File: config.mk
export PLATFORM = sky130hd
export DESIGN_NAME = sme_div
export DESIGN_NICKNAME = d
export VERILOG_FILES = /design/src/rtl/core/sme_pkg.sv /design/src/rtl/core/sme_div.sv
export SDC_FILE = /design/constraint.sdc
export NUM_CORES = 1
export LEC_CHECK = 0
export BUFFER_PORTS_ARGS = -buffer_cell sky130_fd_sc_hd__buf_2
export CAP_MARGIN = 10
export CELL_PAD_IN_SITES_DETAIL_PLACEMENT = 1
export CELL_PAD_IN_SITES_GLOBAL_PLACEMENT = 1
export CORE_MARGIN = 4
export CORE_UTILIZATION = 42
export DETAILED_ROUTE_END_ITERATION = 7
export PLACE_DENSITY = 0.8
export SYNTH_ARGS = -nofsm -noshare
export SYNTH_HDL_FRONTEND = slang
export SYNTH_SLANG_ARGS = --single-unit
File: constraint.sdc
create_clock -name clk -period 3.1 [get_ports clk]
set_clock_uncertainty 0.1 [all_clocks]
set_input_delay 0.31 -clock clk [delete_from_list [all_inputs] [get_ports clk]]
set_output_delay 0.31 -clock clk [all_outputs]
set_load 0.01 [all_outputs]
File: src/rtl/core/sme_pkg.sv
`timescale 1ns / 1ps

package sme_pkg;

  localparam int VAL_W = 31;
  localparam int LIM_W = 30;
  localparam int CMD_W = 4;
  localparam int CNT_W = $clog2(VAL_W);

  localparam logic [LIM_W-1:0] LIMIT_RESET = LIM_W'(1000000000);

  localparam logic [CMD_W-1:0] CMD_START = 4'd0;
  localparam logic [CMD_W-1:0] CMD_NUM   = 4'd1;
  localparam logic [CMD_W-1:0] CMD_POP   = 4'd2;
  localparam logic [CMD_W-1:0] CMD_INV   = 4'd3;
  localparam logic [CMD_W-1:0] CMD_DUP   = 4'd4;
  localparam logic [CMD_W-1:0] CMD_SWP   = 4'd5;
  localparam logic [CMD_W-1:0] CMD_ADD   = 4'd6;
  localparam logic [CMD_W-1:0] CMD_SUB   = 4'd7;
  localparam logic [CMD_W-1:0] CMD_MUL   = 4'd8;
  localparam logic [CMD_W-1:0] CMD_DIV   = 4'd9;
  localparam logic [CMD_W-1:0] CMD_MOD   = 4'd10;
  localparam logic [CMD_W-1:0] CMD_END   = 4'd11;

  typedef struct packed {
    logic             start;
    logic [VAL_W-1:0] dividend;
    logic [VAL_W-1:0] divisor;
  } div_req_t;

  typedef struct packed {
    logic             done;
    logic [VAL_W-1:0] quotient;
    logic [VAL_W-1:0] remainder;
  } div_rsp_t;

endpackage

File: src/rtl/core/sme_div.sv
`timescale 1ns / 1ps

module sme_div import sme_pkg::*; (
  input  logic     clk,
  input  logic     rst,
  input  div_req_t req,
  output div_rsp_t rsp
);

  localparam logic [CNT_W-1:0] LAST = CNT_W'(VAL_W - 1);

  logic [VAL_W-1:0] quo;
  logic [VAL_W-1:0] rem;
  logic [VAL_W-1:0] dvs;
  logic [CNT_W-1:0] count;
  logic             busy;
  logic             done;

  logic [VAL_W-1:0] shifted;
  logic [VAL_W:0]   trial;

  assign shifted = {rem[VAL_W-2:0], quo[VAL_W-1]};
  assign trial   = {1'b0, shifted} - {1'b0, dvs};

  always_ff @(posedge clk) begin
    if (rst) begin
      busy  <= 1'b0;
      done  <= 1'b0;
      count <= '0;
    end else begin
      done <= 1'b0;
      if (req.start) begin
        busy  <= 1'b1;
        count <= '0;
      end else if (busy) begin
        count <= count + 1'b1;
        if (count == LAST) begin
          busy <= 1'b0;
          done <= 1'b1;
        end
      end
    end
  end

  always_ff @(posedge clk) begin
    if (req.start) begin
      quo <= req.dividend;
      rem <= '0;
      dvs <= req.divisor;
    end else if (busy) begin
      if (!trial[VAL_W]) begin
        rem <= trial[VAL_W-1:0];
        quo <= {quo[VAL_W-2:0], 1'b1};
      end else begin
        rem <= shifted;
        quo <= {quo[VAL_W-2:0], 1'b0};
      end
    end
  end

  assign rsp.done      = done;
  assign rsp.quotient  = quo;
  assign rsp.remainder = rem;

endmodule
==> results.md, run 1 <==
* Grt met3 use at 4.86%
* Post-synthesis mux area share at 10.4%
* CTS tree: yes
* Total GRT Usage at about a fifth
* TritonCTS buffer count at 9
* Worst hold slack at between 20 and 30 ps
* Core Rows at 42
* Yosys top cell area share at around 33%
* IO Count at 128
* Max-cap viol count at 0
* # diodes at 0
* Full die area at 0.0154 mm^2
* Yosys reg bits at 100
* Worst EP required at 3270 ps
* Share of layout cells above drive strength 1 at roughly 36%
* Final min period at about 3000 ps
* Gpl congestion at 0.885
* Largest area contributor in the netlist: edfxtp_1
* Largest family of logic cells by synthesized area: compound AO/OA/AOI/OAI gates
* Grt ovf at 0
* Synthesized-area fraction occupied by adder cells at ~7.6%
* Non-filler instance count after layout at between 800 and 900
* RSZ-0062 raised after global routing: true
* Core area at 0.0132 mm^2
* Initial antenna violation count at 0
* Drt drc at 0
* Tcrit/Tclk final at slightly below 100%
* Compound-Gate Fraction of Synth Area at 15.7%
* First-pass GRT wire length at 25500 um
* VDD IR max at between 200 and 300 uV
* Asr flop ratio synth at 0%
* Placed insts at about 860
* GR Util met1 at between 20% and 30%
* Number of global-route vias before repair at 4983
* PortBufs at approximately 130
* Status: finished, final reports clean
* Critical Path Source Type: flop
* Simple-gate portion of the synthesized area at between 10% and 20%
* Post-Syn Area at 0.00567 mm^2
* Wirelength, routed at between 15000 and 20000 um
* Syn Nets at ~640
* Fin nets at between 800 and 900
* Top FF cell, synth: edfxtp_1
* Via density at about 5.4
* DIE HEIGHT at roughly 120 um
* Critical path type: reg2reg
* Drt first-iter violations at 162
* Synth cell types at 59
* Worst EP arrival at 3220 ps
* Initial DRT Pass Iterations at 4
* Post-synth EDFFs at between 60 and 70
* Worst skew pair latency at approximately 360 ps
* Synthesized instance count at 540
* Leakage at about 3.2 nW
* CP endpoint kind: flop
* Max Freq at 328 MHz
* Max_slew headroom at roughly half
* DIE WIDTH at ~120 um
* Average size of a mapped cell at between 10 and 15 um^2
* # setup viols final at 0
* Synth Warn # at 0
* Largest net degree at the start of global routing at 43
* P per Cell Area at 543 mW/mm^2
* R2R Setup Slk at approximately 53 ps
* Clock buffer depth at 2
* Busiest layer in global routing: met2
* Post-synthesis sequential area ratio at between 40% and 50%
* Drt wl/cell at around 18 um
* CTS clk-pin slew, worst paths at approximately 80 ps
* XOR/XNOR share of the synthesized area at under 10%
* Most area-consuming cells after synthesis: edfxtp_1, dfxtp_1, ha_1, mux2_2, mux2i_1
* FILL cells at ~1500
* Post-route ant nets at 0
* Clock Tree Root: clkbuf_16
* Slew Limit Fails at 0
* CTS sink cnt at 100
* Actual slew at the worst max-slew pin at 740 ps
* Hold crit path type: in2reg
* Initial core utilization at between 40% and 50%
* H-tree levels at 3
* Hold Vio Cnt, Final at 0
* Syn-to-layout area delta at 27.1%
* Detail Placement HPWL at roughly 11000 um
* M2 GR Usage at a little over a third
* Worst-path maximum fanout at 2
* Via count at between 4000 and 5000
## cell usage in the layout (no fill, tap or decap), types with 4 or more instances in the layout
cell and n:
buf_2 126, edfxtp_1 62, nor2_1 50, buf_4 48, inv_1 43, dfxtp_1 37
ha_1 32, mux2_2 30, nand2_1 29, a21oi_1 29, a211oi_1 29, mux2i_1 25
xor2_1 18, o21ai_0 15, xnor2_1 13, a21o_1 9, clkbuf_16 9, nand3_1 8
nand4_1 8, nor3_1 6, o21bai_1 6, nor2b_1 4, o21ai_2 4
## routing by layer
| layer | vias up | share of wire (%) |
|---|---|---|
| met2 | 120 | 50 |
| met5 | - | 0 |
| met1 | 2347 | 43 |
| met3 | 28 | 5.3 |
| met4 | 0 | 2.1 |
| li1 | 2298 | - |
## worst paths after layout
check / startpoint / end / cells past startpoint
worst max register to register: quo[30] / rem[30] / 13
worst min-delay path: req[27] / dvs[27] / 1
worst min register to register: rem[22] / rem[22] / 2
worst max-delay path: quo[30] / rem[30] / 13
## final cells by class
class                      count  area (um^2)  share of cell area, %
clock buffer                   9          225                   3.13
tap                          176          220                   3.06
timing repair buffer         175         1010                   14.0
inverter                      43          161                   2.24
clock inverter                 7         88.8                   1.23
multi-input combinational    373         2870                   39.9
sequential                   100         2620                   36.4
## cells in the mapped netlist, types with 9 or more instances
cell,count
nor2_1,50
mux2i_1,25
ha_1,33
edfxtp_1,62
a21oi_1,31
xnor2_1,13
nand2_1,29
a21o_1,9
o21ai_0,17
dfxtp_1,38
clkbuf_1,17
mux2_2,30
xor2_1,18
a211oi_1,31
inv_1,43
## power breakdown
group          leakage [nW]  switching, W  total (W)  internal [W]
registers             0.929     0.0000744    0.00162       0.00154
clock network         0.152      0.000567    0.00122      0.000650
logic                  2.07      0.000592    0.00108      0.000483
total                  3.15       0.00123    0.00391       0.00267
## state kept, by name, summed over array words and instances (netlist names)
| name | count |
|---|---|
| dvs | 31 |
| quo | 31 |
| rem | 31 |
| count | 5 |
| busy | 1 |
| done | 1 |
## what timing repair did
action / 4_1_cts / 5_1_grt
hold buffers: 0 / 0
gates cloned: 1 / 0
setup endpoints to repair: 30 / 21
buffers inserted: 0 / 5
pin swaps: 5 / 9
resized for setup: 6 / 17
## cells by family after synthesis
logic type                 after synthesis
DFF                                    100
xor gates and xnor gates                31
adders and majority gates               34
AOI/OAI and AO/OA                      127
muxes                                   55
buffers and inverters                   68
and+or+nand+nor                        125
## worst max-delay path, stage by stage, from the launching register on
cell and delay [ps]:
edfxtp_1 350, inv_1 60, ha_2 210, fa_2 370
nand2b_4 170, a21oi_4 190, o21ai_2 90, o41ai_2 370
buf_4 190, o221ai_2 130, o21ai_2 180, xor2_1 170
nand2_1 80, a311oi_2 300
## per-stage QoR
step	utilization, %	cell area [um^2]	setup TNS (ps)	setup WS [ps]	power, W
3_3_place_gp	50.8	6730	-1240	-239	0.00261
5_1_grt	54.4	7200	-101	-70.3	0.00410
4_1_cts	53.4	7070	-91.4	-91.4	0.00389
6_report	54.4	7200	0	53.2	0.00391
2_1_floorplan	-	5670	0	175	0.00227
3_5_place_dp	50.8	6730	-4940	-348	0.00265
Power figures use the tool's default switching activity.
==> run 2: changes to the inputs <==
Settings changed: CORE_ASPECT_RATIO set to 1.25.
==> run 2 against run 1 <==
Against the previous run:
- combinational power shrank 12%
- critical path depth shrank 2
- via count shrank 4.4%
- setup slack gained 150 ps
- register-to-register slack gained 150 ps
- critical endpoint is now rem[29]
- highest routed layer unchanged
==> results.md, run 2 (synthesized netlist as in run 1, its figures left out) <==
* Critical Path Slowest Stage Cell: dfxtp_1
* Worst skew pair latency at 360 ps (about the same)
* Power Total at 0.00371 W (-5.1%)
* Critical path type: reg2reg
* Sequential power share at 43.7% (+2.4 points)
* Clock buffer depth at 2 (unchanged)
* Drt drc at 0 (unchanged)
* TritonCTS buffer count at 9 (unchanged)
* Max_slew headroom at 50.4% (-0.23 points)
* Worst-path maximum fanout at 5 (+3)
* Clock power frac at 30.7% (-0.4 points)
* Full die area at 0.0154 mm^2 (about the same)
* Worst Hold Depth at 2 (+1)
* Core Rows at 47 (+12%)
* Crit-path leading delay family: compound AO/OA/AOI/OAI gates
* FILL cells at 1512 (+0.066%)
* IO Count at 128 (unchanged)
* First-pass GRT wire length at 24700 um (-3.1%)
* Wirelength, routed at 15100 um (-5.4%)
* Psw at 0.00119 W (-3.9%)
* Gpl congestion at 0.839 (-5.2%)
* H-tree levels at 3 (unchanged)
* Most common cell after layout, fill and taps aside: buf_2
* PortBufs at 127 (unchanged)
* Critical Path Source Type: flop
* Worst hold slack at 9.70 ps (-16.5 ps)
* CP peak stage delay at 320 ps (-50 ps)
* Worst EP required at 3220 ps (-50 ps)
* Hold crit path type: in2reg
* Max-cap viol count at 0 (unchanged)
* R2R Setup Slk at 200 ps (+150 ps)
* Fin nets at 767 (-4.2%)
* Detail Placement HPWL at 11400 um (-0.44%)
* CP cell instances: buf_4 > ha_1 > nor2b_1 > o2111ai_1 > nand2_1 > a21bo_4 > a31oi_2 > o21ai_1 > a211oi_2 > mux2i_1 > a31oi_1
* Slew Limit Fails at 0 (unchanged)
* Critical path depth at 11 (-2)
* Syn-to-layout area delta at 21.2%
* CTS tree: yes
* # diodes at 0 (unchanged)
* Hold Vio Cnt, Final at 0 (unchanged)
* Non-filler instance count after layout at 844 (-4.4%)
* Via density at 5.43 (about the same)
* CTS sink cnt at 100 (unchanged)
* Tcrit/Tclk final at 93.4% (-4.9 points)
* Initial core utilization at 42.8% (about the same)
* Post-CTS Hold Fix Bufs at 0 (unchanged)
* Drt first-iter violations at 171 (+5.6%)
* Top Registers: dvs (31), quo (31), rem (31)
* Leakage at 2.97 nW (-5.7%)
* Clock Tree Root: clkbuf_16
* Initial DRT Pass Iterations at 4 (unchanged)
* Initial antenna violation count at 0 (unchanged)
* Area of the multi-input gates at 0.00282 mm^2 (-2.0%)
* Core area at 0.0132 mm^2 (about the same)
* Worst EP arrival at 3020 ps (-200 ps)
* Final min period at 2900 ps (-151 ps)
* CP endpoint kind: flop
* DIE HEIGHT at 138 um (+11%)
* Buf/Inv on CP at 1 (-1)
* Max Freq at 345 MHz (+5.2%)
* Status: finished, final reports clean
* VDD IR max at 325 uV (+12%)
* P_int at 0.00252 W (-5.6%)
* P per Cell Area at 540 mW/mm^2 (-0.47%)
* Grt ovf at 0 (unchanged)
* Actual slew at the worst max-slew pin at 744 ps (+3.52 ps)
* Via count at 4583 (-4.4%)
* Post-CTS Setup Bufs at 0 (unchanged)
* Share of layout cells above drive strength 1 at 31.5% (-4.1 points)
* # setup viols final at 0 (unchanged)
* Sw Ratio at 32.0% (+0.38 points)
* Drt wl/cell at 17.9 um (-1.0%)
* Commonest non-fill, non-tap cells in the layout: buf_2, edfxtp_1, nor2_1
* Largest net degree at the start of global routing at 35 (-19%)
* Total GRT Usage at 19.7% (-1.5 points)
* Part of the power in combinational logic at 25.6% (-1.9 points)
* Post-route ant nets at 0 (unchanged)
* Number of global-route vias before repair at 5025 (+0.84%)
* CTS clk-pin slew, worst paths at 70 ps (about the same)
* RSZ-0062 raised after global routing: true
* Reg area at 0.00262 mm^2 (unchanged)
* Worst Reg-to-Reg Cells at 11 (-2)
* DIE WIDTH at 112 um (-9.9%)
* Placed insts at 828 (-3.8%)
==> run 2: final cells by class <==
| type | instances | share of cell area, % |
|---|---|---|
| clock buffers | 9 | 3.28 |
| clock inverters | 7 | 1.11 |
| inverters | 43 | 2.35 |
| multi-input cells | 372 | 41.0 |
| flip-flops and latches | 100 | 38.2 |
| well taps | 171 | 3.11 |
| repair buffers | 142 | 11.0 |
==> run 2: power groups by stage <==
| stage | registers, W | logic [W] | clock network (W) |
|---|---|---|---|
| after floorplan | 0.00167 | 0.000601 | 0 |
| after global placement | 0.00165 | 0.000893 | 0 |
| after detailed placement | 0.00165 | 0.000926 | 0 |
| after CTS | 0.00162 | 0.000938 | 0.00117 |
| after global routing | 0.00164 | 0.00105 | 0.00122 |
| final | 0.00162 | 0.000950 | 0.00114 |
==> run 2: what timing repair did <==
| action | CTS | global route |
|---|---|---|
| setup endpoints to repair | 3 | 31 |
| gates resized for setup | 2 | 14 |
| pin swaps | 0 | 7 |
==> run 2: layer usage <==
layer	up-vias	GRT usage [%]	routed length, um
li1	2226	-	-
met1	2216	21.9	6010
met2	116	36.1	7850
met3	25	5.94	944
met4	0	6.36	308
met5	-	0	0
==> run 2: path summary, 6_finish.rpt <==
check | from | end
worst max-delay path | rem[0] | rem[29]
worst min-delay path | rst | busy
worst max register to register | rem[0] | rem[29]
worst min register to register | rem[7] | rem[7]
==> run 2: worst reg2reg max path, stage by stage, from the launching register on <==
cell and delay [ps]:
dfxtp_1 320, buf_4 150, ha_1 280, nor2b_1 150, o2111ai_1 280, nand2_1 170
a21bo_4 280, a31oi_2 280, o21ai_1 190, a211oi_2 270, mux2i_1 220, a31oi_1 100
==> run 2: through the flow <==
| stage | utilization, % | TNS (ps) | instance area (um^2) | setup slack (ps) |
|---|---|---|---|---|
| floorplan | - | 0 | 5670 | 175 |
| global placement | 49.2 | 0 | 6510 | 122 |
| detailed placement | 49.2 | 0 | 6510 | 1.42 |
| CTS | 51.6 | 0 | 6820 | 3.97 |
| global route | 51.9 | -7.39 | 6870 | -4.17 |
| finish | 51.9 | 0 | 6870 | 204 |
